--- config.mk ---
export PLATFORM = sky130hd
export DESIGN_NAME = strip_fan_to_triangle_list
export DESIGN_NICKNAME = d
export VERILOG_FILES = /design/src/rtl/core/sfl_pkg.sv /design/src/rtl/core/sfl_front.sv /design/src/rtl/core/sfl_queue.sv /design/src/rtl/core/sfl_back.sv /design/src/rtl/core/strip_fan_to_triangle_list.sv
export SDC_FILE = /design/constraint.sdc
export NUM_CORES = 1
export LEC_CHECK = 0
export ABC_AREA = 1
export BUFFER_PORTS_ARGS = -buffer_cell sky130_fd_sc_hd__buf_2
export CORE_MARGIN = 4
export CORE_UTILIZATION = 36
export CTS_BUF_LIST = sky130_fd_sc_hd__clkbuf_4 sky130_fd_sc_hd__clkbuf_8 sky130_fd_sc_hd__clkbuf_16
export CTS_CLUSTER_DIAMETER = 50
export DETAILED_ROUTE_END_ITERATION = 8
export GPL_TIMING_DRIVEN = 0
export PLACE_DENSITY = 0.51
export SYNTH_ARGS = -nofsm -noshare
export SYNTH_HDL_FRONTEND = slang
export SYNTH_HIERARCHICAL = 1
export SYNTH_SLANG_ARGS = --single-unit
--- constraint.sdc ---
create_clock -name clk -period 6.1 [get_ports clk]
set_input_delay 1.22 -clock clk [delete_from_list [all_inputs] [get_ports clk]]
set_output_delay 1.22 -clock clk [all_outputs]
set_load 0.005 [all_outputs]
--- src/rtl/core/sfl_pkg.sv ---
// ----------------------------------------------------------------------------
// sfl_pkg
// Shared types and constants for strip/fan to triangle list assembly.
// ----------------------------------------------------------------------------
package sfl_pkg;

	// Vertex index width and vertex count register width
	localparam int IndexBits = 16;
	localparam int CountBits = IndexBits + 1;

	// Stream payload widths (byte aligned tdata)
	localparam int STDataBits = ((2 + IndexBits + 7) / 8) * 8;
	localparam int STUserBits = 3;
	localparam int MTDataBits = ((IndexBits + 7) / 8) * 8;

	// Queue between front and back
	localparam int QDepth    = 4;
	localparam int QAddrBits = $clog2(QDepth);
	localparam int QCntBits  = $clog2(QDepth + 1);

	// Event opcodes
	localparam logic [1:0] OpBegin  = 2'd0;
	localparam logic [1:0] OpVertex = 2'd1;
	localparam logic [1:0] OpEnd    = 2'd2;

	// Primitive modes
	localparam logic [1:0] ModeList  = 2'd0;
	localparam logic [1:0] ModeStrip = 2'd1;
	localparam logic [1:0] ModeFan   = 2'd2;
	localparam logic [1:0] ModeOther = 2'd3;

	// One queued job: a single index, or a triangle of three
	typedef struct packed {
		logic [IndexBits-1:0] idx0;
		logic [IndexBits-1:0] idx1;
		logic [IndexBits-1:0] idx2;
		logic                 three;
	} sfl_entry_t;

	// Queue status seen by front and checks
	typedef struct packed {
		logic                empty;
		logic                full;
		logic [QCntBits-1:0] count;
	} sfl_qstat_t;

endpackage

--- src/rtl/core/sfl_front.sv ---
// ----------------------------------------------------------------------------
// sfl_front
// Accepts events, tracks primitive state and queues index jobs.
// ----------------------------------------------------------------------------
module sfl_front import sfl_pkg::*; (
	input  logic                 clk,
	input  logic                 arst_n,
	input  logic                 in_valid,
	output logic                 in_ready,
	input  logic [1:0]           opcode,
	input  logic [1:0]           prim_mode,
	input  logic [IndexBits-1:0] vertex_index,
	input  logic                 index_present,
	input  logic                 cfg_we,
	input  logic [CountBits-1:0] cfg_value,
	input  sfl_qstat_t           qstat,
	output logic                 push,
	output sfl_entry_t           push_entry
);

	logic [CountBits-1:0] vcount_q;
	logic [1:0]           cur_mode_q;
	logic [1:0]           held_count_q;
	logic [IndexBits-1:0] held_first_q;
	logic [IndexBits-1:0] held_second_q;
	logic                 parity_q;

	logic                 accept;
	logic                 is_vertex;
	logic [IndexBits-1:0] sid;

	assign in_ready  = !qstat.full;
	assign accept    = in_valid && in_ready;
	assign is_vertex = (opcode == OpVertex) && index_present;

	// Out of range indices read as zero
	assign sid = ({1'b0, vertex_index} >= vcount_q) ? '0 : vertex_index;

	// Classify: what gets queued for this event
	always_comb begin
		push       = 1'b0;
		push_entry = '{idx0: sid, idx1: '0, idx2: '0, three: 1'b0};
		if (accept && is_vertex) begin
			unique case (cur_mode_q)
				ModeList: begin
					push = 1'b1;
				end
				ModeStrip, ModeFan: begin
					if (held_count_q == 2'd2) begin
						push       = 1'b1;
						push_entry = '{idx0: held_first_q, idx1: held_second_q,
						               idx2: sid, three: 1'b1};
					end
				end
				default: begin
					push = 1'b0;
				end
			endcase
		end
	end

	// Config register
	always_ff @(posedge clk or negedge arst_n) begin
		if (!arst_n) begin
			vcount_q <= CountBits'(1 << IndexBits);
		end else if (cfg_we) begin
			vcount_q <= cfg_value;
		end
	end

	// Primitive state; unknown opcodes and absent indices change nothing
	always_ff @(posedge clk or negedge arst_n) begin
		if (!arst_n) begin
			cur_mode_q    <= ModeOther;
			held_count_q  <= 2'd0;
			held_first_q  <= '0;
			held_second_q <= '0;
			parity_q      <= 1'b0;
		end else if (accept) begin
			if (opcode == OpBegin) begin
				cur_mode_q   <= prim_mode;
				held_count_q <= 2'd0;
			end else if (opcode == OpEnd) begin
				held_count_q <= 2'd0;
			end else if (is_vertex &&
			             (cur_mode_q == ModeStrip || cur_mode_q == ModeFan)) begin
				if (held_count_q != 2'd2) begin
					// filling the first two slots
					if (held_count_q == 2'd0) begin
						held_first_q <= sid;
					end else begin
						held_second_q <= sid;
					end
					held_count_q <= held_count_q + 2'd1;
					if (cur_mode_q == ModeStrip) begin
						parity_q <= 1'b0;
					end
				end else if (cur_mode_q == ModeStrip) begin
					// strip: alternate the replaced slot to keep winding
					if (!parity_q) begin
						held_first_q <= sid;
					end else begin
						held_second_q <= sid;
					end
					parity_q <= !parity_q;
				end else begin
					held_second_q <= sid;
				end
			end
		end
	end

endmodule

--- src/rtl/core/sfl_queue.sv ---
// ----------------------------------------------------------------------------
// sfl_queue
// Short job queue that decouples the front from the output sequencer.
// ----------------------------------------------------------------------------
module sfl_queue import sfl_pkg::*; (
	input  logic       clk,
	input  logic       arst_n,
	input  logic       push,
	input  sfl_entry_t push_entry,
	input  logic       pop,
	output sfl_entry_t head,
	output sfl_qstat_t qstat
);

	sfl_entry_t           mem [QDepth];
	logic [QAddrBits-1:0] wr_ptr_q;
	logic [QAddrBits-1:0] rd_ptr_q;
	logic [QCntBits-1:0]  count_q;

	assign head        = mem[rd_ptr_q];
	assign qstat.count = count_q;
	assign qstat.empty = (count_q == '0);
	assign qstat.full  = (count_q == QCntBits'(QDepth));

	// Storage
	always_ff @(posedge clk) begin
		if (push) begin
			mem[wr_ptr_q] <= push_entry;
		end
	end

	// Pointers and fill level
	always_ff @(posedge clk or negedge arst_n) begin
		if (!arst_n) begin
			wr_ptr_q <= '0;
			rd_ptr_q <= '0;
			count_q  <= '0;
		end else begin
			if (push) begin
				wr_ptr_q <= wr_ptr_q + QAddrBits'(1);
			end
			if (pop) begin
				rd_ptr_q <= rd_ptr_q + QAddrBits'(1);
			end
			unique case ({push, pop})
				2'b10:   count_q <= count_q + QCntBits'(1);
				2'b01:   count_q <= count_q - QCntBits'(1);
				default: count_q <= count_q;
			endcase
		end
	end

endmodule

--- src/rtl/core/sfl_back.sv ---
// ----------------------------------------------------------------------------
// sfl_back
// Walks queued jobs, one index per unstalled cycle, into the output register.
// ----------------------------------------------------------------------------
module sfl_back import sfl_pkg::*; (
	input  logic                 clk,
	input  logic                 arst_n,
	input  sfl_entry_t           head,
	input  sfl_qstat_t           qstat,
	output logic                 pop,
	output logic                 out_valid,
	input  logic                 out_ready,
	output logic [IndexBits-1:0] out_index,
	output logic                 last_of_run
);

	logic [1:0]           pos_q;
	logic                 load;
	logic                 sel_last;
	logic [IndexBits-1:0] sel_index;

	assign load     = !qstat.empty && (!out_valid || out_ready);
	assign sel_last = !head.three || (pos_q == 2'd2);
	assign pop      = load && sel_last;

	// Pick the index at the current position of the head job
	always_comb begin
		unique case (pos_q)
			2'd0:    sel_index = head.idx0;
			2'd1:    sel_index = head.idx1;
			default: sel_index = head.idx2;
		endcase
	end

	// Position counter and output valid
	always_ff @(posedge clk or negedge arst_n) begin
		if (!arst_n) begin
			pos_q     <= 2'd0;
			out_valid <= 1'b0;
		end else begin
			if (load) begin
				pos_q     <= pop ? 2'd0 : pos_q + 2'd1;
				out_valid <= 1'b1;
			end else if (out_ready) begin
				out_valid <= 1'b0;
			end
		end
	end

	// Output payload
	always_ff @(posedge clk) begin
		if (load) begin
			out_index   <= sel_index;
			last_of_run <= sel_last;
		end
	end

endmodule

--- src/rtl/core/strip_fan_to_triangle_list.sv ---
// ----------------------------------------------------------------------------
// strip_fan_to_triangle_list
// Primitive assembly: begin/vertex/end events in, triangle index list out.
// ----------------------------------------------------------------------------
// An input transfer is taken whenever the four-entry job queue has room;
// begin and end events and ignored vertices produce no output. A list
// vertex yields one output index, a strip or fan vertex after the first two
// yields a triangle of three indices, the last flagged by tlast. The output
// port moves one index per cycle while m_axis_tready is high, so a steady
// stream of strip or fan vertices drains slower than a list stream; the
// queue lets input run ahead while output is stalled. Indices at or above
// vertex_count (cfg_data, reset 65536) come out as zero. Write cfg_data only
// while the block is idle.
// ----------------------------------------------------------------------------
module strip_fan_to_triangle_list import sfl_pkg::*; (
	input  logic                  clk,
	input  logic                  arst_n,
	// input events
	input  logic                  s_axis_tvalid,
	output logic                  s_axis_tready,
	input  logic [STDataBits-1:0] s_axis_tdata,  // prim_mode, vertex_index, zero pad
	input  logic [STUserBits-1:0] s_axis_tuser,  // opcode, index_present
	// output index list
	output logic                  m_axis_tvalid,
	input  logic                  m_axis_tready,
	output logic [MTDataBits-1:0] m_axis_tdata,  // out_index, zero pad
	output logic                  m_axis_tlast,
	// vertex_count register write
	input  logic                  cfg_valid,
	output logic                  cfg_ready,
	input  logic [CountBits-1:0]  cfg_data
);

	sfl_entry_t           push_entry;
	sfl_entry_t           head;
	sfl_qstat_t           qstat;
	logic                 push;
	logic                 pop;
	logic [IndexBits-1:0] out_index;

	assign cfg_ready    = 1'b1;
	assign m_axis_tdata = MTDataBits'(out_index);

	// Event decode and primitive state
	sfl_front u_front (
		.clk           (clk),
		.arst_n        (arst_n),
		.in_valid      (s_axis_tvalid),
		.in_ready      (s_axis_tready),
		.opcode        (s_axis_tuser[1:0]),
		.prim_mode     (s_axis_tdata[1:0]),
		.vertex_index  (s_axis_tdata[IndexBits+1:2]),
		.index_present (s_axis_tuser[2]),
		.cfg_we        (cfg_valid && cfg_ready),
		.cfg_value     (cfg_data),
		.qstat         (qstat),
		.push          (push),
		.push_entry    (push_entry)
	);

	// Job queue
	sfl_queue u_queue (
		.clk        (clk),
		.arst_n     (arst_n),
		.push       (push),
		.push_entry (push_entry),
		.pop        (pop),
		.head       (head),
		.qstat      (qstat)
	);

	// Output sequencer
	sfl_back u_back (
		.clk         (clk),
		.arst_n      (arst_n),
		.head        (head),
		.qstat       (qstat),
		.pop         (pop),
		.out_valid   (m_axis_tvalid),
		.out_ready   (m_axis_tready),
		.out_index   (out_index),
		.last_of_run (m_axis_tlast)
	);

`ifndef SYNTHESIS
	// no job written into a full queue
	a_no_overflow: assert property (@(posedge clk) disable iff (!arst_n)
		push |-> !qstat.full)
		else $error("job queue overflow");

	// no job taken from an empty queue
	a_no_underflow: assert property (@(posedge clk) disable iff (!arst_n)
		pop |-> !qstat.empty)
		else $error("job queue underflow");

	// fill level never exceeds depth
	a_count_range: assert property (@(posedge clk) disable iff (!arst_n)
		qstat.count <= QCntBits'(QDepth))
		else $error("job queue count out of range");

	// a stalled output index is not replaced by the sequencer
	a_no_pop_on_stall: assert property (@(posedge clk) disable iff (!arst_n)
		(m_axis_tvalid && !m_axis_tready) |-> !pop)
		else $error("job popped while output stalled");
`endif

endmodule

Word-level counts from Yosys, hierarchy flattened

Memories as Yosys holds them, arrays and structs flattened.
Cells that the tools add are included.
Widths: inputs -> output; s select.

Equality and inequality tests: 15
Multiplexer cells: 29
Reduce and logical (&&, ||, !) cells: 30
Add/subtract/negate cells: 6
Order comparisons: 1
Bitwise operators: 2

Operator list:

| operator            | count |
|---|---|
| $mux 49             | 3 |
| $mux 16             | 9 |
| $pmux 16 s2         | 1 |
| $ge 16x17->1        | 1 |
| $eq 2x2->1 const B  | 5 |
| $mux 2              | 5 |
| $mux 1              | 9 |
| $add 2x1->2 const B | 4 |
| $eq 2x1->1 const B  | 4 |
| $logic_not 2->1     | 4 |
| $ne 2x2->1 const B  | 4 |
| $reduce_and 7->1    | 1 |
| $logic_and 1x1->1   | 6 |
| $pmux 3 s2          | 1 |
| $reduce_and 6->1    | 1 |
| $reduce_bool 2->1   | 3 |
| $reduce_bool 3->1   | 2 |
| $logic_not 1->1     | 5 |
| $reduce_and 5->1    | 1 |
| $add 3x1->3 const B | 1 |
| $eq 3x3->1 const B  | 1 |
| $logic_not 3->1     | 1 |
| $logic_or 1x1->1    | 3 |
| $ne 3x2->1 const B  | 1 |
| other kinds (6)     | 7 |

Word-level logic and storage cells: 97
Input port bits: 49
Memory bits (writable): 196
Bits in registers: 81
Output and inout port bits: 20
Memories: 1

Memories:

| memory      | depth | width | read ports | clocked after Yosys merged registers in | write ports | line            | source |
|---|---|---|---|---|---|---|---|
| u_queue.mem | 4     | 49    | 1          | 0                                       | 1           | sfl_queue.sv:15 | `sfl_entry_t mem [QDepth];` |

Logic depth before layout (Yosys ltp)

Depth after elaboration: 7
Depth in mapped cells: 17
Gate-level depth less buffers: 16

By module

Netlist, hierarchy kept.

Modules (own cells, without submodules):

| module                     | area each (µm²) | sequential area each (µm²) | cells an instance | times used |
|---|---|---|---|---|
| sfl_queue                  | 8358.0          | 6060.8                     | 621               | 1 |
| sfl_front                  | 3275.6          | 1355.0                     | 437               | 1 |
| sfl_back                   | 1029.7          | 585.6                      | 113               | 1 |
| strip_fan_to_triangle_list | 11.3            | 0.0                        | 2                 | 1 |

Worst setup path before layout

Ideal clock, no wire load.

Path kind: input-to-reg
Start: in s_axis_tuser[1]
End: mem u_queue/mem[2][0] (netlist name) (enable)
Data required time: 5.697 ns
Stages on the path: 8
Setup slack: 2.758 ns
Library setup time: 0.403 ns
Data arrival time: 2.939 ns
Path buffers: 1
Cells stage by stage: inv_1 -> nand3_2 -> nor2_4 -> o21ai_0 -> nor2_1 -> clkbuf_1 -> nand2_1 -> inv_1

Word-level cells in the longest chain between the ends: 6

Ends and longest elaborated chain:

| what                         | line                             | source |
|---|---|---|
| start, declared              | strip_fan_to_triangle_list.sv:22 | `input logic [STUserBits-1:0] s_axis_tuser,` |
| $eq 2x1->1                   | sfl_front.sv:34                  | `assign is_vertex = (opcode == OpVertex) && index_present;` |
| $logic_and 1x1->1            | sfl_front.sv:34                  |  |
| $logic_and 1x1->1            | sfl_front.sv:43                  | `if (accept && is_vertex) begin` |
| $mux 1                       | sfl_front.sv:43                  |  |
| net push                     | strip_fan_to_triangle_list.sv:37 | `logic push;` |
| $mux 1                       | sfl_queue.sv:27                  | `if (push) begin` |
| $mux 1 (implied by the code) | sfl_queue.sv:28                  | `mem[wr_ptr_q] <= push_entry;` |
| end, declared                | sfl_queue.sv:15                  |  |

The timed path passes the listed nets, and every way through them passes these cells.

Worst setup path after layout

Start: in s_axis_tuser[1]
End: mem u_queue/mem[0][24] (netlist name) (enable)

Same word-level chain as after synthesis.

==> flow_summary.toml <==
[status]
status = "finished clean"

[worst_setup_path]
timing.rr.start = "u_front/cur_mode_q[0]"
start_kind = "primary input"
r2r_cells = 10
rrSetupSlack_ns = 3.26
crit_required_ns = 6.30
arrival_ns = 3.10
crit_slowest_cell = "inv_2"
r2r_end = "u_queue/mem[0][24]"
worst-path-max-fanout = 29
critical-path-max-stage-delay_ns = 0.59
cp-end-kind = "register"
crit_family = "buffers and inverters"
path_class = "in2reg"
crit_path_cell_trace = "buf_2 > inv_1 > nand3_2 > nor2_4 > o21ai_0 > nor2_1 > clkbuf_1 > nand2_1 > inv_2 > buf_12"
worst-path-buf-inv = 5

[cells_and_area]
diodes = 0
fillers = 3266
nNetsFinal = 1356
finalNonFillerCells = 1757
syn_to_final_growth_pct = 17.1
drive_gt1_share_pct = 17.4

[clock_tree]
htree_levels = 2
clk_pin_slew_worst_paths_ns = 0.05
post-cts-setup-buffer-count = 0
hold_buffers = 0
insertion_delay_ns = 0.51
cts_tree = "yes"
cts-root-buf = "clkbuf_16"
clock_sinks = 277
cts_resized = 0
numCtsBuffers = 36
clk_path_buf_depth = 3

[global_route]
grt_pass1_vias = 8521
grt_first_pass_wirelength_um = 50800
grtUsageTotal_pct = 17.2
grt_overflow = 0
grt_max_degree = 65
antenna_found_initial = 0

[floorplanning]
ios = 69
start_util_pct = 36.6
fp.dieH_um = 196
core_um2 = 34600
die_w_um = 196
row_count = 68
die-area_um2 = 38300

[logic_synthesis]
synth_area_per_cell_um2 = 10.8
synth.most_common_cell = "nand2_1"
synth.area.top_cells = "edfxtp_1 (50%), dfrtp_1 (12%), nand2_1 (10%)"
ys_ff_latch = 277
ys.warnings.count = 6
ys_dominant_reg_cell = "edfxtp_1"
synth_top_cell_by_area = "edfxtp_1"
synth_edf_count = 213
synth_cell_type_count = 35
yosysTopAreaCellShare_pct = 50.5
synth_area_um2 = 12700
ys_seq_area_share_pct = 63.1
syn_inst = 1173
yosys-top-cells-count = "nand2_1 (351), edfxtp_1 (213), inv_1 (165), o211ai_1 (71), dfrtp_1 (61)"
synth-async-reset-ratio_pct = 23.1
syn-num-nets = 1252

[hold_path]
holdPathStages = 2
hold_path.class = "reg2reg"
hp-start = "u_front/held_first_q[14]"
hold-path-endpoint = "u_front/held_first_q[14]"

[power]
sw_frac_of_total_pct = 34.1
p_leak_nw = 6.41
power.share.clock_pct = 32.3
switchingPower_w = 0.00223
powerDensity_nw_per_um2 = 440
p_seq_share_pct = 36.6
p_int_w = 0.00431
combPwrFrac_pct = 31.2
ir_drop_uv = 252

[sta]
relSlewSlack_pct = 41.4
period_minus_slack_ns = 2.90
setup_tns_ns = 0
fin_hold_ws_ns = 0.481
drv_slew = 0
hold_viol_final = 0
tightest_slew_ns = 0.879
rsz0062_at_grt = "no"
skew_ns = 0.0121
setup_viol = 0
fmax_ghz = 0.345
min_period_over_period_pct = 47.6

[place]
place.gp.congestion = 0.818
port_buffers = 61
hpwl_um = 23100
place_inst = 1694

[routing]
routed_via_density = 4.84
vias = 8498
drt_iter0_drc = 534
drc_errors = 0
first_pass_iters = 5
antenna_left = 0
postRouteWirelength_um = 32800
post_drt_wl_per_cell_um = 18.7

[job]
max-cap-violations = 0
## per-layer routing
metal  vias up  share of wire, %  wire length, um  global-route usage [%]
met3        44               4.0             1310                    2.36
met4         0               1.9              622                    4.24
met5         -                 0                0                       0
met1      4121                48            15800                    24.8
li1       4155                 -                -                       -
met2       178                46            15100                    27.5
## state kept, by name, summed over array words and instances, names as in the netlist
register and flops:
u_queue/mem 196, u_front/vcount_q 17, u_back/out_index 16, u_front/held_first_q 16, u_front/held_second_q 16, u_queue/count_q 3
u_back/pos_q 2, u_front/cur_mode_q 2, u_front/held_count_q 2, u_queue/rd_ptr_q 2, u_queue/wr_ptr_q 2, u_back/last_of_run 1
u_back/out_valid 1, u_front/parity_q 1
## per-stage QoR
| step | area [um2] | utilization (%) | power (W) | setup WS, ns |
|---|---|---|---|---|
| after global placement | 13500 | 39.1 | 0.00446 | 1.58 |
| final | 14800 | 42.9 | 0.00654 | 3.20 |
| after global routing | 14800 | 42.9 | 0.00691 | 2.99 |
| after floorplan | 12700 | - | 0.00374 | 2.76 |
| after CTS | 14800 | 42.9 | 0.00662 | 3.15 |
| after detailed placement | 13700 | 39.4 | 0.00449 | 2.63 |
## layout by cell type (no fill, tap or decap), types with 4 or more instances in the layout
cell type	netlist	layout
inv_1	165	161
dfrtp_1	61	61
a21oi_1	9	8
o211ai_2	27	27
clkbuf_1	8	8
clkbuf_16	0	37
bufinv_16	0	4
buf_4	7	8
buf_12	0	4
edfxtp_1	213	213
buf_2	31	91
nor2_1	44	44
nand2_1	351	351
clkinvlp_4	0	4
o211ai_1	71	71
nand3_1	36	36
inv_2	3	7
clkinv_1	0	7
ha_1	29	29
buf_6	17	17
o21ai_0	22	22
nand4_1	52	52
## cell families after synthesis
group,after synthesis,share of synthesized area [%]
buffers and inverters,233,8.52
AOI/OAI and AO/OA,134,8.45
adders and majority gates,30,3.02
DFF,277,63.1
and+or+nand+nor,493,16.5
muxes,1,0.0888
other,1,0.0296
xor gates and xnor gates,4,0.276
## power groups by stage
stage	Clock, W	Sequential (W)	Combinational (W)
after floorplan	0	0.00242	0.00132
after global placement	0	0.00242	0.00204
after detailed placement	0	0.00243	0.00207
after CTS	0.00215	0.00239	0.00207
after global routing	0.00224	0.00241	0.00226
final	0.00211	0.00239	0.00204
## layout make-up
class,count,area [um2],share of cell area [%]
Sequential cell,277,8000,53.9
Multi-Input combinational cell,663,3600,24.2
Clock buffer,42,976,6.57
Inverter,168,631,4.25
Tap cell,455,569,3.83
Buffer,65,449,3.03
Timing Repair Buffer,66,403,2.71
Clock inverter,21,220,1.48
## worst max-delay path by stage
stage                               start                 end  slack (ns)  depth (start not counted)
final                     s_axis_tuser[1]  u_queue/mem[0][24]        3.20                         10
after floorplan           s_axis_tuser[1]   u_queue/mem[2][0]        2.76                          8
after global placement    s_axis_tuser[1]  u_queue/mem[1][20]        1.58                          9
after global routing      s_axis_tuser[1]  u_queue/mem[0][24]        2.99                         10
after detailed placement  s_axis_tuser[1]  u_queue/mem[0][18]        2.63                         10
after CTS                 s_axis_tuser[1]  u_queue/mem[0][24]        3.15                         10
## tightest hold or removal path, cell delays in order (launching register included)
cell and delay (ns):
dfrtp_1 0.34, nand2_1 0.05, nand2_1 0.05
(Power assumes the default switching activity.)
